==> src/rtl/bssc_pkg.sv <==
// ----------------------------------------------------------------------------
// bssc_pkg: shared types and constants for button speed step control
// Command codes, configuration layout and result layout.
// ----------------------------------------------------------------------------
package bssc_pkg;

  localparam int DEFAULT_TIME_BITS = 32;
  localparam int CFG_INDEX_BITS    = 2;
  localparam int CFG_DATA_BITS     = 16;
  localparam int NUM_BUTTONS       = 3;

  // Step applied by one plus or minus action
  localparam logic signed [9:0] DUTY_STEP = 10'sd5;

  // Register reset values
  localparam logic [6:0]        MAX_FORWARD_RESET = 7'd100;
  localparam logic signed [7:0] MAX_REVERSE_RESET = -8'sd100;
  localparam logic [15:0]       REFRESH_MS_RESET  = 16'd50;

  // Button bit positions
  localparam int BTN_PLUS  = 0;
  localparam int BTN_MINUS = 1;
  localparam int BTN_STOP  = 2;

  typedef enum logic [2:0] {
    CMD_TICK = 3'd0,
    CMD_INC  = 3'd1,
    CMD_DEC  = 3'd2,
    CMD_STOP = 3'd3,
    CMD_HELP = 3'd4
  } cmd_t;

  typedef enum logic [CFG_INDEX_BITS-1:0] {
    CFG_MAX_FORWARD = 2'd0,
    CFG_MAX_REVERSE = 2'd1,
    CFG_REFRESH_MS  = 2'd2
  } cfg_index_t;

  typedef struct packed {
    logic [6:0]        max_forward;
    logic signed [7:0] max_reverse;
    logic [15:0]       refresh_ms;
  } cfg_t;

  typedef struct packed {
    logic signed [7:0] duty;
    logic              brake_applied;
    logic              help_shown;
  } result_t;

endpackage

==> src/rtl/bssc_req_if.sv <==
// ----------------------------------------------------------------------------
// bssc_req_if: input channel of button speed step control
// One tick or serial command per transaction.
// ----------------------------------------------------------------------------
interface bssc_req_if;
  logic       valid;
  logic       ready;
  logic [2:0] command;
  logic       plus_level;
  logic       minus_level;
  logic       stop_level;

  modport source (output valid, command, plus_level, minus_level, stop_level,
                  input ready);
  modport sink   (input valid, command, plus_level, minus_level, stop_level,
                  output ready);
endinterface

==> src/rtl/bssc_rsp_if.sv <==
// ----------------------------------------------------------------------------
// bssc_rsp_if: result channel of button speed step control
// One duty / brake / help result per transaction.
// ----------------------------------------------------------------------------
interface bssc_rsp_if;
  logic              valid;
  logic              ready;
  logic signed [7:0] duty;
  logic              brake_applied;
  logic              help_shown;

  modport source (output valid, duty, brake_applied, help_shown, input ready);
  modport sink   (input valid, duty, brake_applied, help_shown, output ready);
endinterface

==> src/rtl/bssc_cfg.sv <==
// ----------------------------------------------------------------------------
// bssc_cfg: configuration register file
// Clamp limits and lockout interval, write-only.
// ----------------------------------------------------------------------------
module bssc_cfg (
  input  logic                                 clk,
  input  logic                                 rst,
  input  logic                                 cfg_we,
  input  logic [bssc_pkg::CFG_INDEX_BITS-1:0]  cfg_index,
  input  logic [bssc_pkg::CFG_DATA_BITS-1:0]   cfg_data,
  output bssc_pkg::cfg_t                       cfg
);
  import bssc_pkg::*;

  always_ff @(posedge clk) begin
    if (rst) begin
      cfg.max_forward <= MAX_FORWARD_RESET;
      cfg.max_reverse <= MAX_REVERSE_RESET;
      cfg.refresh_ms  <= REFRESH_MS_RESET;
    end else if (cfg_we) begin
      unique case (cfg_index)
        CFG_MAX_FORWARD: cfg.max_forward <= cfg_data[6:0];
        CFG_MAX_REVERSE: cfg.max_reverse <= $signed(cfg_data[7:0]);
        CFG_REFRESH_MS:  cfg.refresh_ms  <= cfg_data[15:0];
        default: ;  // unused index
      endcase
    end
  end

endmodule

==> src/rtl/bssc_step.sv <==
// ----------------------------------------------------------------------------
// bssc_step: next-state and result logic for one transaction
// Lockout gating, held flags, saturating duty steps, command decode.
// ----------------------------------------------------------------------------
module bssc_step #(
  parameter int TIME_BITS = bssc_pkg::DEFAULT_TIME_BITS
) (
  input  bssc_pkg::cfg_t                        cfg,
  input  bssc_pkg::cmd_t                        command,
  input  logic [bssc_pkg::NUM_BUTTONS-1:0]      btn_level,
  input  logic [TIME_BITS-1:0]                  time_ms,
  input  logic [TIME_BITS-1:0]                  lockout_deadline,
  input  logic [bssc_pkg::NUM_BUTTONS-1:0]      held,
  input  logic signed [7:0]                     duty_now,
  output logic [TIME_BITS-1:0]                  time_next,
  output logic [TIME_BITS-1:0]                  deadline_next,
  output logic [bssc_pkg::NUM_BUTTONS-1:0]      held_next,
  output logic signed [7:0]                     duty_next,
  output bssc_pkg::result_t                     result
);
  import bssc_pkg::*;

  function automatic logic signed [7:0] step_up(input logic signed [7:0] d,
                                                input logic [6:0] lim);
    logic signed [9:0] s;
    s = 10'(d) + DUTY_STEP;
    if (s > $signed({3'b000, lim})) begin
      s = $signed({3'b000, lim});
    end
    return s[7:0];
  endfunction

  function automatic logic signed [7:0] step_down(input logic signed [7:0] d,
                                                  input logic signed [7:0] lim);
    logic signed [9:0] s;
    s = 10'(d) - DUTY_STEP;
    if (s < 10'(lim)) begin
      s = 10'(lim);
    end
    return s[7:0];
  endfunction

  logic [TIME_BITS-1:0]   tick_time;
  logic [TIME_BITS-1:0]   refresh_ext;
  logic                   gate;
  logic                   pass_first;
  logic                   pass_again;
  logic                   updated;
  logic                   pass;
  logic [NUM_BUTTONS-1:0] fire;
  logic [NUM_BUTTONS-1:0] held_tick;
  logic signed [7:0]      duty_tick;

  // Button evaluation for a tick. After the first deadline restart in a tick the
  // elapsed value becomes -refresh mod 2^TIME_BITS, independent of the time.
  always_comb begin
    tick_time   = time_ms + TIME_BITS'(1);
    refresh_ext = TIME_BITS'(cfg.refresh_ms);
    gate        = tick_time >= lockout_deadline;
    pass_first  = (tick_time - lockout_deadline) > refresh_ext;
    pass_again  = (TIME_BITS'(0) - refresh_ext) > refresh_ext;
    updated     = 1'b0;
    pass        = 1'b0;
    fire        = '0;
    held_tick   = held;
    for (int i = 0; i < NUM_BUTTONS; i++) begin
      pass = updated ? pass_again : pass_first;
      if (gate && pass && ((!btn_level[i]) != held[i])) begin
        held_tick[i] = !held[i];
        fire[i]      = held[i];  // release of an armed button
        updated      = 1'b1;
      end
    end

    duty_tick = duty_now;
    if (fire[BTN_PLUS]) begin
      duty_tick = step_up(duty_tick, cfg.max_forward);
    end
    if (fire[BTN_MINUS]) begin
      duty_tick = step_down(duty_tick, cfg.max_reverse);
    end
    if (fire[BTN_STOP]) begin
      duty_tick = '0;
    end
  end

  always_comb begin
    time_next            = time_ms;
    deadline_next        = lockout_deadline;
    held_next            = held;
    duty_next            = duty_now;
    result.brake_applied = 1'b0;
    result.help_shown    = 1'b0;
    unique case (command)
      CMD_TICK: begin
        time_next            = tick_time;
        deadline_next        = updated ? (tick_time + refresh_ext) : lockout_deadline;
        held_next            = held_tick;
        duty_next            = duty_tick;
        result.brake_applied = fire[BTN_STOP];
      end
      CMD_INC: begin
        duty_next = step_up(duty_now, cfg.max_forward);
      end
      CMD_DEC: begin
        duty_next = step_down(duty_now, cfg.max_reverse);
      end
      CMD_STOP: begin
        duty_next            = '0;
        result.brake_applied = 1'b1;
      end
      default: begin  // help request and undefined codes
        result.help_shown = 1'b1;
      end
    endcase
    result.duty = duty_next;
  end

endmodule

==> src/rtl/button_speed_step_control.sv <==
// ----------------------------------------------------------------------------
// button_speed_step_control: button and serial-command duty controller
// Path: an accepted transaction goes to the input register, then to the result register.
// Throughput: one transaction per cycle while results are taken; with the result
// register held, one more transaction fits in the input register before ready drops.
// Reset (rst, synchronous, active high): time, deadline, held flags and duty
// clear to zero; registers load max_forward 100, max_reverse -100, refresh 50.
// ----------------------------------------------------------------------------
module button_speed_step_control #(
  parameter int TIME_BITS = bssc_pkg::DEFAULT_TIME_BITS
) (
  input  logic                                 clk,
  input  logic                                 rst,
  bssc_req_if.sink                             req,
  bssc_rsp_if.source                           rsp,
  input  logic                                 cfg_we,
  input  logic [bssc_pkg::CFG_INDEX_BITS-1:0]  cfg_index,
  input  logic [bssc_pkg::CFG_DATA_BITS-1:0]   cfg_data
);
  import bssc_pkg::*;

  // Configuration registers
  cfg_t cfg;

  bssc_cfg u_cfg (
    .clk       (clk),
    .rst       (rst),
    .cfg_we    (cfg_we),
    .cfg_index (cfg_index),
    .cfg_data  (cfg_data),
    .cfg       (cfg)
  );

  // Input register stage
  logic                   s1_valid;
  cmd_t                   s1_cmd;
  logic [NUM_BUTTONS-1:0] s1_level;

  // Controller state
  logic [TIME_BITS-1:0]   time_ms;
  logic [TIME_BITS-1:0]   lockout_deadline;
  logic [NUM_BUTTONS-1:0] held;
  logic signed [7:0]      duty_now;

  // Result register
  logic                   rsp_valid;
  result_t                rsp_data;

  // Next values from the step logic
  logic [TIME_BITS-1:0]   time_next;
  logic [TIME_BITS-1:0]   deadline_next;
  logic [NUM_BUTTONS-1:0] held_next;
  logic signed [7:0]      duty_next;
  result_t                result;

  logic stall;
  logic advance;

  // Result register, state and a full input register hold only when the result register is full and not taken.
  assign stall     = rsp_valid && !rsp.ready;
  assign advance   = s1_valid && !stall;
  assign req.ready = !(s1_valid && stall);

  always_ff @(posedge clk) begin
    if (rst) begin
      s1_valid <= 1'b0;
    end else if (req.ready) begin
      s1_valid <= req.valid;
    end
  end

  always_ff @(posedge clk) begin
    if (req.valid && req.ready) begin
      s1_cmd   <= cmd_t'(req.command);
      s1_level <= {req.stop_level, req.minus_level, req.plus_level};
    end
  end

  bssc_step #(
    .TIME_BITS (TIME_BITS)
  ) u_step (
    .cfg              (cfg),
    .command          (s1_cmd),
    .btn_level        (s1_level),
    .time_ms          (time_ms),
    .lockout_deadline (lockout_deadline),
    .held             (held),
    .duty_now         (duty_now),
    .time_next        (time_next),
    .deadline_next    (deadline_next),
    .held_next        (held_next),
    .duty_next        (duty_next),
    .result           (result)
  );

  // State commits in the same cycle the transaction moves to the result register.
  always_ff @(posedge clk) begin
    if (rst) begin
      time_ms          <= '0;
      lockout_deadline <= '0;
      held             <= '0;
      duty_now         <= '0;
    end else if (advance) begin
      time_ms          <= time_next;
      lockout_deadline <= deadline_next;
      held             <= held_next;
      duty_now         <= duty_next;
    end
  end

  always_ff @(posedge clk) begin
    if (rst) begin
      rsp_valid <= 1'b0;
    end else if (!stall) begin
      rsp_valid <= s1_valid;
    end
  end

  always_ff @(posedge clk) begin
    if (advance) begin
      rsp_data <= result;
    end
  end

  assign rsp.valid         = rsp_valid;
  assign rsp.duty          = rsp_data.duty;
  assign rsp.brake_applied = rsp_data.brake_applied;
  assign rsp.help_shown    = rsp_data.help_shown;

`ifndef ASSERT_OFF
  // A new result only appears after a transaction left the input stage.
  a_rsp_from_s1: assert property (@(posedge clk) disable iff (rst)
    $rose(rsp_valid) |-> $past(s1_valid))
    else $error("result valid without a transaction in the input stage");

  // Time moves by at most one per cycle.
  a_time_step: assert property (@(posedge clk) disable iff (rst)
    !$past(rst) |-> ((time_ms - $past(time_ms)) <= TIME_BITS'(1)))
    else $error("time counter jumped");

  // Lockout deadline changes only when a tick is processed.
  a_deadline_tick: assert property (@(posedge clk) disable iff (rst)
    !$past(rst) && (lockout_deadline != $past(lockout_deadline))
      |-> $past(advance && (s1_cmd == CMD_TICK)))
    else $error("deadline moved outside a tick");

  // A brake result always reports zero duty.
  a_brake_zero: assert property (@(posedge clk) disable iff (rst)
    rsp_valid && rsp_data.brake_applied |-> (rsp_data.duty == 8'sd0))
    else $error("brake with nonzero duty");

  // Help and brake are never reported together.
  a_help_excl: assert property (@(posedge clk) disable iff (rst)
    rsp_valid && rsp_data.help_shown |-> !rsp_data.brake_applied)
    else $error("help and brake in one result");
`endif

endmodule

==> src/flat_wrapper.sv <==
// flat-port wrapper written by rule: the top's interface ports become plain ports
module button_speed_step_control_flat import bssc_pkg::*;
#(
  parameter int TIME_BITS = bssc_pkg::DEFAULT_TIME_BITS
)
  (clk, rst, cfg_we, cfg_index, cfg_data, req_valid, req_command, req_plus_level, req_minus_level, req_stop_level, req_ready, rsp_valid, rsp_duty, rsp_brake_applied, rsp_help_shown, rsp_ready);
  bssc_req_if req_i ();
  bssc_rsp_if rsp_i ();
  input  logic clk;
  input  logic rst;
  input  logic cfg_we;
  input  logic [bssc_pkg::CFG_INDEX_BITS-1:0] cfg_index;
  input  logic [bssc_pkg::CFG_DATA_BITS-1:0] cfg_data;
  input wire logic [$bits(req_i.valid)-1:0] req_valid;
  input wire logic [$bits(req_i.command)-1:0] req_command;
  input wire logic [$bits(req_i.plus_level)-1:0] req_plus_level;
  input wire logic [$bits(req_i.minus_level)-1:0] req_minus_level;
  input wire logic [$bits(req_i.stop_level)-1:0] req_stop_level;
  output wire logic [$bits(req_i.ready)-1:0] req_ready;
  output wire logic [$bits(rsp_i.valid)-1:0] rsp_valid;
  output wire logic [$bits(rsp_i.duty)-1:0] rsp_duty;
  output wire logic [$bits(rsp_i.brake_applied)-1:0] rsp_brake_applied;
  output wire logic [$bits(rsp_i.help_shown)-1:0] rsp_help_shown;
  input wire logic [$bits(rsp_i.ready)-1:0] rsp_ready;
  assign req_i.valid = req_valid;
  assign req_i.command = req_command;
  assign req_i.plus_level = req_plus_level;
  assign req_i.minus_level = req_minus_level;
  assign req_i.stop_level = req_stop_level;
  assign req_ready = req_i.ready;
  assign rsp_valid = rsp_i.valid;
  assign rsp_duty = rsp_i.duty;
  assign rsp_brake_applied = rsp_i.brake_applied;
  assign rsp_help_shown = rsp_i.help_shown;
  assign rsp_i.ready = rsp_ready;
  button_speed_step_control #(.TIME_BITS(TIME_BITS)) u_core (.clk(clk), .rst(rst), .req(req_i), .rsp(rsp_i), .cfg_we(cfg_we), .cfg_index(cfg_index), .cfg_data(cfg_data));
endmodule
==> config.mk <==
export PLATFORM = sky130hd
export DESIGN_NAME = button_speed_step_control_flat
export DESIGN_NICKNAME = d
export VERILOG_FILES = /design/src/rtl/bssc_pkg.sv /design/src/rtl/bssc_req_if.sv /design/src/rtl/bssc_rsp_if.sv /design/src/rtl/bssc_cfg.sv /design/src/rtl/bssc_step.sv /design/src/rtl/button_speed_step_control.sv /design/src/flat_wrapper.sv
export SDC_FILE = /design/constraint.sdc
export NUM_CORES = 1
export LEC_CHECK = 0
export ABC_AREA = 0
export BUFFER_PORTS_ARGS = -buffer_cell sky130_fd_sc_hd__buf_4
export CORE_MARGIN = 2
export CORE_UTILIZATION = 30
export DETAILED_ROUTE_END_ITERATION = 12
export PLACE_DENSITY = 0.58
export SYNTH_ARGS = -nofsm -noshare
export SYNTH_HDL_FRONTEND = slang
export SYNTH_HIERARCHICAL = 1
export SYNTH_SLANG_ARGS = --single-unit
==> constraint.sdc <==
create_clock -name clk -period 8.47 [get_ports clk]
set_clock_uncertainty 0.1 [all_clocks]
set_input_delay 2.541 -clock clk [delete_from_list [all_inputs] [get_ports clk]]
set_output_delay 2.541 -clock clk [all_outputs]
set_load 0.02 [all_outputs]
# Word level (Yosys, flattened, before mapping)
# Cells that the tools add are included.
# op_classes
add_sub_neg	7
multipliers	0
div_mod_pow	0
n_lt_le_gt_ge	6
eq_ne	8
shifts	0
n_mux	17
bitwise	0
n_reduce_logical	30
# op_table
op	count
greater-than comparator 32 x 16 -> 1 bit	2
two-way mux 8 bit	6
adder 32 x 1 -> 32 bit, second input constant	1
adder 32 x 16 -> 32 bit	1
greater-or-equal comparator 32 bit	1
case mux 8 bit (4 select lines)	1
subtractor 32 bit	1
< comparator 9 x 8 -> 1 bit	2
subtractor 8 x 4 -> 9 bit, second input constant	2
subtractor 1 x 16 -> 17 bit, first input constant	1
AND reduction 3 bit	4
logical AND 1 bit	10
adder 8 x 4 -> 9 bit, second input constant	1
greater-than comparator 9 x 8 -> 1 bit	1
logical NOT 1 bit	9
two-way mux 1 bit	9
AND reduction 2 bit	4
== test 3 x 2 -> 1 bit, second input constant	2
OR reduction 4 bit	1
== test 3 x 1 -> 1 bit, second input constant	1
logical NOT 3 bit	1
!= test 1 bit	3
== test 2 x 1 -> 1 bit, second input constant	1
== test 2 bit, second input constant	1
other kinds (2)	2
# word_totals
ff_bits	124
latchBits	0
ram_bits	0
rom_bits	0
input_bits	29
output_inout_bits	12
word_cells	84
n_memories	0

# Longest topological paths before layout
# Gate-level depths: netlist of the first run.
# depth
depth_word	16
mapped_depth	48
ltp_nobuf	44

# Modules after synthesis
# The synthesis of the first run kept the hierarchy.
# by_module_without_submodules
mod	instances	cells_per_inst	area_per_inst_um2	seq_area_each_um2
bssc_step	1	1098	7450.9	0.0
button_speed_step_control	1	352	3951.3	2021.9
bssc_cfg	1	131	1333.8	620.6

# Worst setup path before layout of the first run
# No wires, ideal clock.
# synth_timing
path_type	register to register
startpoint	register u_core.time_ms[3]
endpoint	register u_core.rsp_data (netlist bit u_core/rsp.duty[1]), data pin
setup_ns	0.251
arrival_time_ns	8.873
required_ns	8.119
setup_slack_ns	-0.754
path_stages_with_launch	43
n_path_buf	4
synth_period_minus_slack_ns	9.224
cell_sequence	dfxtp_1 nand2_1 nor4_1 nand3_1 xnor2_1 ha_1 and3_1 and4_1 a32o_1 nor2_1 nand2_1 xor2_1 ha_1 nand4_1 or3b_2 or3_1 a2111oi_0 nand4_1 [... 7 more ...] nor2_1 a22oi_1 o211ai_1 ha_1 inv_1 a21oi_1 xor2_1 ha_1 nor2b_1 o21ai_0 a21oi_1 nor3_1 or2_1 clkbuf_2 mux2i_1 mux2i_1 a221o_1 buf_4
# synth_via
elab_chain_len	16
word_cells_on_any_way	24
classes_between	add/sub (3); order compare (3); mux (12); reduce/logical (6)
# synth_rtl
element	line	source
start: declaration	button_speed_step_control.sv:40	logic [TIME_BITS-1:0] time_ms;
start signal: assignment	button_speed_step_control.sv:104	time_ms <= time_next;
adder 32 x 1 -> 32 bit *	bssc_step.sv:57	tick_time = time_ms + TIME_BITS'(1);
parallel branches: the longest is 13 deep, another holds subtractor 32 bit	n/a	
two-way mux 8 bit *	bssc_step.sv:82	if (fire[BTN_STOP]) begin
case mux 8 bit (4 select lines) *	bssc_step.sv:94	unique case (command)
via u_core.duty_next[1]	button_speed_step_control.sv:53	logic signed [7:0] duty_next;
end signal: assignment	button_speed_step_control.sv:121	rsp_data <= result;
end: declaration	button_speed_step_control.sv:47	result_t rsp_data;
# Mark *: on every way through the listed nets, which the timed path passes.
# A chain may end at the register's enable or synchronous reset.

# Worst setup path in the final report of the first run
# layout_timing
startpoint	register u_core.time_ms[1]
endpoint	register u_core.duty_now[1]
# layout_via
elab_chain_len	16
word_cells_on_any_way	24
classes_between	add/sub (3); order compare (3); mux (12); reduce/logical (6)
# layout_rtl
element	line	source
adder 32 x 1 -> 32 bit *	bssc_step.sv:57	
parallel branches: the longest is 13 deep, another holds subtractor 32 bit	n/a	
two-way mux 8 bit *	bssc_step.sv:82	
case mux 8 bit (4 select lines) *	bssc_step.sv:94	
via u_core.duty_next[1]	button_speed_step_control.sv:53	
end signal: assignment	button_speed_step_control.sv:107	duty_now <= duty_next;
end: declaration	button_speed_step_control.sv:43	logic signed [7:0] duty_now;
# Marked as above.

==> results.py, run 1 <==
metrics = {
    "die": {
        "ios": 41,
        "die_x_microns": 210,
        "floorplan.die.height_microns": 210,
        "start_util_pct": 30.4,
        "rows": 75,
        "die_area_sq_um": 44100,
        "core_region_area_sq_um": 41900,
    },
    "clocking": {
        "cts_buffers": 17,
        "htreeDepth": 4,
        "cts_buffer_depth": 2,
        "clkLatencyLatePin_ns": 0.44,
        "hold_buffers": 0,
        "cts_root_buf": "clkbuf_16",
        "cts_tree": "yes",
        "clkTransAtPathRegs_ns": 0.07,
        "cts_sinks": 124,
    },
    "route": {
        "totalWireLength_microns": 37100,
        "viasPerCell": 5.09,
        "vias": 11800,
        "drt_pass1_iterations": 5,
        "drt-initial-drc-count": 717,
        "post_drt_wl_per_cell_microns": 16.1,
        "drcViolationCount": 0,
        "ant_nets": 0,
    },
    "timing": {
        "timing.setup.tns_ns": -0.0623,
        "fin_ws_ns": -0.0323,
        "rsz0062_at_grt": "yes",
        "fmax_mhz": 118,
        "tightest_slew_ns": 1.09,
        "drv_slew": 0,
        "period_minus_slack_ns": 8.50,
        "final-setup-viol-count": 3,
        "hold_viol": 0,
        "slew_headroom_pct": 26.5,
        "whs_ns": 0.373,
        "period_share_pct": 100,
    },
    "synthesis": {
        "synth-simple-area-share_pct": 26.0,
        "synth_edf_count": 16,
        "ys_warn_count": 6,
        "synth-xor-area-share_pct": 8.66,
        "synthAdderAreaFrac_pct": 10.4,
        "synth_top_family_by_area": "simple AND/OR/NAND/NOR gates",
        "synth-seq-area-share_pct": 20.7,
        "synth.area.mux_share_pct": 12.5,
        "synth_compound_area_share_pct": 14.5,
        "ys_async_sr_fraction_pct": 0,
        "postSynthAreaPerCell_sq_um": 8.06,
        "synth_cell_type_count": 88,
        "synth_seq_cells": 124,
        "syn-num-nets": 1715,
        "syn_inst": 1581,
        "netlist_area_sq_um": 12700,
        "synthFlopType": "dfxtp_1",
    },
    "cells_and_area": {
        "drive_gt1_share_pct": 22.1,
        "final_area_sq_um": 15800,
        "layout.nets": 1894,
        "n_antenna_cell": 0,
        "area_growth_syn_to_layout_pct": 24.1,
        "fin_cells": 2312,
    },
    "worst_setup_path": {
        "reg2reg_from": "u_core/time_ms[1]$_SDFFE_PP0P_",
        "crit_type": "flip-flop to flip-flop",
        "rr_worst_depth": 44,
        "crit_path_end_kind": "flip-flop",
        "reg2reg_to": "u_core/duty_now[1]$_SDFFE_PP0P_",
        "crit_arrival_ns": 8.71,
        "crit_fanout": 4,
        "worstSetupEndpoint": "u_core/duty_now[1]$_SDFFE_PP0P_",
        "reg2reg_slack_ns": -0.03,
        "startpoint": "u_core/time_ms[1]$_SDFFE_PP0P_",
        "cpMaxStageDelayCell": "or3b_4",
        "worst_path_largest_cell_delay_ns": 0.39,
        "cp.required_ns": 8.67,
        "worstSetupStartpointType": "flip-flop",
    },
    "run_status": {
        "failed_checks": "setup timing",
        "outcome": "finished with violations",
    },
    "power_and_ir_drop": {
        "powerDensity_nw_per_um2": 116,
        "leakagePower_nw": 6.63,
        "switching_share_pct": 31.2,
        "p_comb_share_pct": 25.9,
        "power.switching_uw": 571,
        "internal_power_mw": 1.26,
        "p_seq_share_pct": 34.3,
        "p_clk_share_pct": 39.8,
        "peakVddDrop_uv": 117,
    },
    "min_path": {
        "holdPathStages": 2,
        "min_path_type": "flip-flop to flip-flop",
    },
    "place": {
        "post-place-ws_ns": -0.551,
        "dp_cells": 2251,
        "gp_congestion": 0.934,
        "post_dp_cell_area_sq_um": 14600,
        "hpwlAfterDp_microns": 28300,
        "io_buffers": 40,
    },
    "run": {
        "maxCapViolCount": 0,
    },
    "grt": {
        "grt_pass1_wl_microns": 60300,
        "antenna_found_initial": 0,
        "grt_pass1_vias": 11700,
        "overflow": 0,
        "grt_start_max_net_pins": 115,
        "grt_use_total_pct": 17.0,
    },
}
## cells in the mapped netlist (18+ instances only)
master	instances	area, sq um
clkbuf_1	39	146
a21o_1	18	135
dfxtp_1	108	2160
nand2_1	100	375
xor2_1	57	499
nand4_1	26	163
mux2i_1	145	1450
nor3_1	28	140
nand3_1	44	220
nor2_1	106	398
buf_2	20	100
nand2b_1	200	1250
ha_1	103	1290
xnor2_1	69	604
o21ai_0	43	215
a21oi_1	74	370
inv_1	107	402
## flip-flops by register name, summed over array words and instances (netlist names), 3 cells and up
name / flops
u_core/s1_level: 3
u_core/rsp.duty: 8
u_core/held: 3
u_core/u_cfg/cfg: 31
u_core/s1_cmd: 3
u_core/lockout_deadline: 32
u_core/time_ms: 32
u_core/duty_now: 8
## worst min-delay path by stage
stage | start | endpoint | slack, ns
floorplan | u_core/duty_now[2]$_SDFFE_PP0P_ | u_core/duty_now[2]$_SDFFE_PP0P_ | 0.35
global route | u_core/lockout_deadline[29]$_SDFFE_PP0P_ | u_core/lockout_deadline[29]$_SDFFE_PP0P_ | 0.40
detailed placement | u_core/lockout_deadline[24]$_SDFFE_PP0P_ | u_core/lockout_deadline[24]$_SDFFE_PP0P_ | 0.36
finish | u_core/lockout_deadline[26]$_SDFFE_PP0P_ | u_core/lockout_deadline[26]$_SDFFE_PP0P_ | 0.37
CTS | u_core/lockout_deadline[24]$_SDFFE_PP0P_ | u_core/lockout_deadline[24]$_SDFFE_PP0P_ | 0.38
global placement | u_core/lockout_deadline[26]$_SDFFE_PP0P_ | u_core/lockout_deadline[26]$_SDFFE_PP0P_ | 0.36
## critical path: cells and delay by family (launching register included)
kind | cells | cell delay [ns]
DFF | 1 | 0.37
and+or+nand+nor | 20 | 3.36
AOI/OAI and AO/OA | 9 | 1.75
muxes | 3 | 0.34
adders and majority gates | 6 | 1.46
xor gates and xnor gates | 3 | 0.52
buffers and inverters | 3 | 0.43
## power groups by stage
stage / clock network [mW] / registers, mW / logic [mW]
2_1_floorplan: 0 / 0.634 / 0.291
3_3_place_gp: 0 / 0.642 / 0.403
3_5_place_dp: 0 / 0.641 / 0.410
4_1_cts: 0.756 / 0.628 / 0.442
5_1_grt: 0.776 / 0.630 / 0.518
6_report: 0.728 / 0.628 / 0.474
## layout by cell type, fill, tap and decap left out, types with 9 or more instances in the layout
cell,netlist,routed
mux2i_1,145,145
xor2_1,57,55
nor3_1,28,20
o21ai_0,43,37
o21a_1,14,14
or3_1,16,13
nor2b_1,10,9
a21oi_1,74,68
nand2_1,100,96
nand3_1,44,42
ha_1,103,98
clkbuf_16,0,18
and3_1,16,13
inv_1,107,106
a21o_1,18,18
edfxtp_1,16,16
dfxtp_1,108,105
nand2b_1,200,199
o211ai_1,15,15
a211oi_1,10,10
nand4_1,26,26
xnor2_1,69,63
o21bai_1,9,9
buf_4,12,240
nor2_1,106,101
## stage by stage
step                utilization [%]  power (mW)
finish                         37.7        1.83
detailed placement             34.8        1.05
CTS                            37.0        1.83
global route                   37.7        1.92
floorplan                         -       0.924
global placement               34.8        1.04
## layout make-up
type / instances / area (sq um)
sequential: 124 / 2650
inverter: 107 / 402
timing repair buffer: 245 / 1860
tap: 539 / 674
fill: 4254 / 26100
clock buffer: 21 / 482
multi-input combinational: 1265 / 9650
clock inverter: 11 / 83.8
## per-layer routing
layer	up-vias	share of wire (%)	GRT usage, %	routed length, microns
li1	5912	-	-	-
met1	5579	47	21.5	17300
met2	237	47	29.1	17600
met3	46	3.7	2.91	1360
met4	0	2.4	5.87	883
met5	-	0	0	0
## repair_timing
action | CTS | global route
pin swaps | 21 | 18
setup endpoints to repair | 16 | 16
gates resized for setup | 42 | 46
gates cloned | 0 | 0
setup buffers | 19 | 10
## cell families after synthesis
family,Yosys count
XOR/XNOR,126
flip-flops,124
AND/OR/NAND/NOR,607
multiplexers,156
AO/OA/AOI/OAI,271
adder cells (fa/ha/maj),105
buffers and inverters,192
(Power assumes the default switching activity.)
==> inputs of run 2 (changes only) <==
--- a/config.mk
+++ b/config.mk
@@ -10,7 +10,7 @@
 export CORE_MARGIN = 2
 export CORE_UTILIZATION = 30
 export DETAILED_ROUTE_END_ITERATION = 12
-export PLACE_DENSITY = 0.58
+export PLACE_DENSITY_LB_ADDON = 0.25
 export SYNTH_ARGS = -nofsm -noshare
 export SYNTH_HDL_FRONTEND = slang
 export SYNTH_HIERARCHICAL = 1
==> results.py, run 2 (synthesis gave the netlist of run 1 again) <==
metrics = {
    "route": {
        "vias": 11800,
        "totalWireLength_microns": 37800,
        "drcViolationCount": 0,
        "viasPerCell": 5.05,
        "ant_nets": 0,
        "drt-initial-drc-count": 735,
        "drt_pass1_iterations": 6,
        "post_drt_wl_per_cell_microns": 16.1,
    },
    "timing": {
        "fmax_mhz": 118,
        "tightest_slew_ns": 1.07,
        "rsz0062_at_grt": "yes",
        "final-setup-viol-count": 2,
        "slew_headroom_pct": 28.3,
        "period_share_pct": 100,
        "fin_ws_ns": -0.0385,
        "drv_slew": 0,
        "hold_viol": 0,
        "period_minus_slack_ns": 8.51,
    },
    "place": {
        "hpwlAfterDp_microns": 28500,
        "io_buffers": 40,
        "gp_congestion": 0.910,
        "post-place-ws_ns": -0.502,
    },
    "grt": {
        "grt_pass1_vias": 11800,
        "grt_use_total_pct": 17.4,
        "overflow": 0,
        "grt_pass1_wl_microns": 61100,
        "antenna_found_initial": 0,
        "grt_start_max_net_pins": 107,
    },
    "clocking": {
        "clkLatencyLatePin_ns": 0.46,
        "cts_buffers": 17,
        "cts_root_buf": "clkbuf_16",
        "hold_buffers": 0,
        "clkTransAtPathRegs_ns": 0.06,
        "cts_sinks": 124,
        "cts_buffer_depth": 2,
        "htreeDepth": 4,
        "cts_tree": "yes",
    },
    "power_and_ir_drop": {
        "power.switching_uw": 551,
        "powerDensity_nw_per_um2": 119,
        "p_comb_share_pct": 25.6,
        "leakagePower_nw": 6.86,
        "peakVddDrop_uv": 93.4,
        "switching_share_pct": 28.6,
        "p_seq_share_pct": 32.7,
        "p_clk_share_pct": 41.6,
        "internal_power_mw": 1.38,
    },
    "worst_setup_path": {
        "worst_path_largest_cell_delay_ns": 0.44,
        "worstSetupStartpointType": "flip-flop",
        "crit_arrival_ns": 8.79,
        "crit_path_frequent_cell": "buf_6",
        "startpoint": "u_core/time_ms[0]$_SDFFE_PP0P_",
        "reg2reg_slack_ns": -0.04,
        "crit_type": "flip-flop to flip-flop",
        "cp.required_ns": 8.75,
        "reg2reg_from": "u_core/time_ms[0]$_SDFFE_PP0P_",
        "crit_fanout": 5,
        "worstSetupEndpoint": "u_core/duty_now[4]$_SDFFE_PP0P_",
        "rr_worst_depth": 44,
        "reg2reg_to": "u_core/duty_now[4]$_SDFFE_PP0P_",
        "cpMaxStageDelayCell": "or3_4",
        "crit_path_end_kind": "flip-flop",
    },
    "cells_and_area": {
        "largestRegisters": "u_core/lockout_deadline: 32 flops, u_core/time_ms: 32 flops, u_core/u_cfg/cfg: 31 flops",
        "area_growth_syn_to_layout_pct": 27.3,
        "layout.nets": 1928,
        "post-route-util_pct": 38.6,
        "nFillCells": 4310,
        "drive_gt1_share_pct": 24.1,
        "layout_common_cells": "buf_4, nand2b_1, mux2i_1",
        "multiInputGateArea_sq_um": 9720,
        "n_antenna_cell": 0,
        "ff_latch_area_sq_um": 2650,
        "mostFrequentLayoutCell": "buf_4",
    },
    "die": {
        "floorplan.die.height_microns": 210,
        "core_region_area_sq_um": 41900,
        "start_util_pct": 30.4,
        "rows": 75,
        "die_area_sq_um": 44100,
        "die_x_microns": 210,
        "ios": 41,
    },
    "run_status": {
        "failed_checks": "setup timing",
        "outcome": "finished with violations",
    },
    "min_path": {
        "min_path_type": "flip-flop to flip-flop",
    },
    "run": {
        "maxCapViolCount": 0,
    },
}
## run 2: how the worst min path moves through the flow
| stage | startpoint | end | cells past startpoint |
|---|---|---|---|
| after CTS | u_core/lockout_deadline[21]$_SDFFE_PP0P_ | u_core/lockout_deadline[21]$_SDFFE_PP0P_ | 2 |
| final | u_core/lockout_deadline[21]$_SDFFE_PP0P_ | u_core/lockout_deadline[21]$_SDFFE_PP0P_ | 2 |
| after detailed placement | u_core/lockout_deadline[21]$_SDFFE_PP0P_ | u_core/lockout_deadline[21]$_SDFFE_PP0P_ | 2 |
| after floorplan | u_core/duty_now[2]$_SDFFE_PP0P_ | u_core/duty_now[2]$_SDFFE_PP0P_ | 2 |
| after global placement | u_core/lockout_deadline[16]$_SDFFE_PP0P_ | u_core/lockout_deadline[16]$_SDFFE_PP0P_ | 2 |
| after global routing | u_core/lockout_deadline[17]$_SDFFE_PP0P_ | u_core/lockout_deadline[17]$_SDFFE_PP0P_ | 2 |
## run 2: what timing repair did
item / CTS / global route
endpoints found under the hold margin: 0 / 0
gates resized for setup: 76 / 31
setup endpoints to repair: 16 / 16
pin swaps: 67 / 34
setup buffers: 43 / 10
## run 2: per-layer routing
| layer | routed length [microns] | part of all wire (%) | track usage, % |
|---|---|---|---|
| met5 | 0 | 0 | 0 |
| met4 | 757 | 2.0 | 5.48 |
| met3 | 1280 | 3.4 | 2.89 |
| met1 | 17800 | 47 | 22.5 |
| met2 | 18000 | 48 | 29.4 |
## run 2: area by class of cell
class                   count  area share (%)
well taps                 539            4.16
clock inverters             4           0.432
flip-flops and latches    124            16.3
repair buffers            279            13.2
multi-input cells        1265            59.9
clock buffers              27            3.49
inverters                 107            2.48
## run 2: worst max-delay path, delay by kind of cell, from the launching register on
kind | cells | cell delay (ns)
multiplexers | 1 | 0.13
buffers and inverters | 8 | 1.05
AND/OR/NAND/NOR | 22 | 3.85
XOR/XNOR | 2 | 0.35
flip-flops | 1 | 0.33
AO/OA/AOI/OAI | 6 | 1.53
adder cells (fa/ha/maj) | 5 | 1.10
## run 2: power by group through the flow
stage | Clock [mW] | Sequential, mW | Combinational [mW]
after global placement | 0 | 0.643 | 0.397
after global routing | 0.855 | 0.632 | 0.539
after CTS | 0.831 | 0.631 | 0.468
after floorplan | 0 | 0.634 | 0.291
after detailed placement | 0 | 0.643 | 0.402
final | 0.802 | 0.631 | 0.493
## run 2: through the flow
step	hold WS (ns)	TNS [ns]	instance area, sq um	instances	power (mW)
final	0.370	-0.0604	16200	2345	1.93
after global routing	0.392	-5.80	16200	2345	2.03
after CTS	0.374	-1.27	16000	2335	1.93
after detailed placement	0.362	-6.29	14700	2262	1.04
after global placement	0.359	-3.30	14700	2262	1.04
after floorplan	0.345	0	12800	1581	0.924
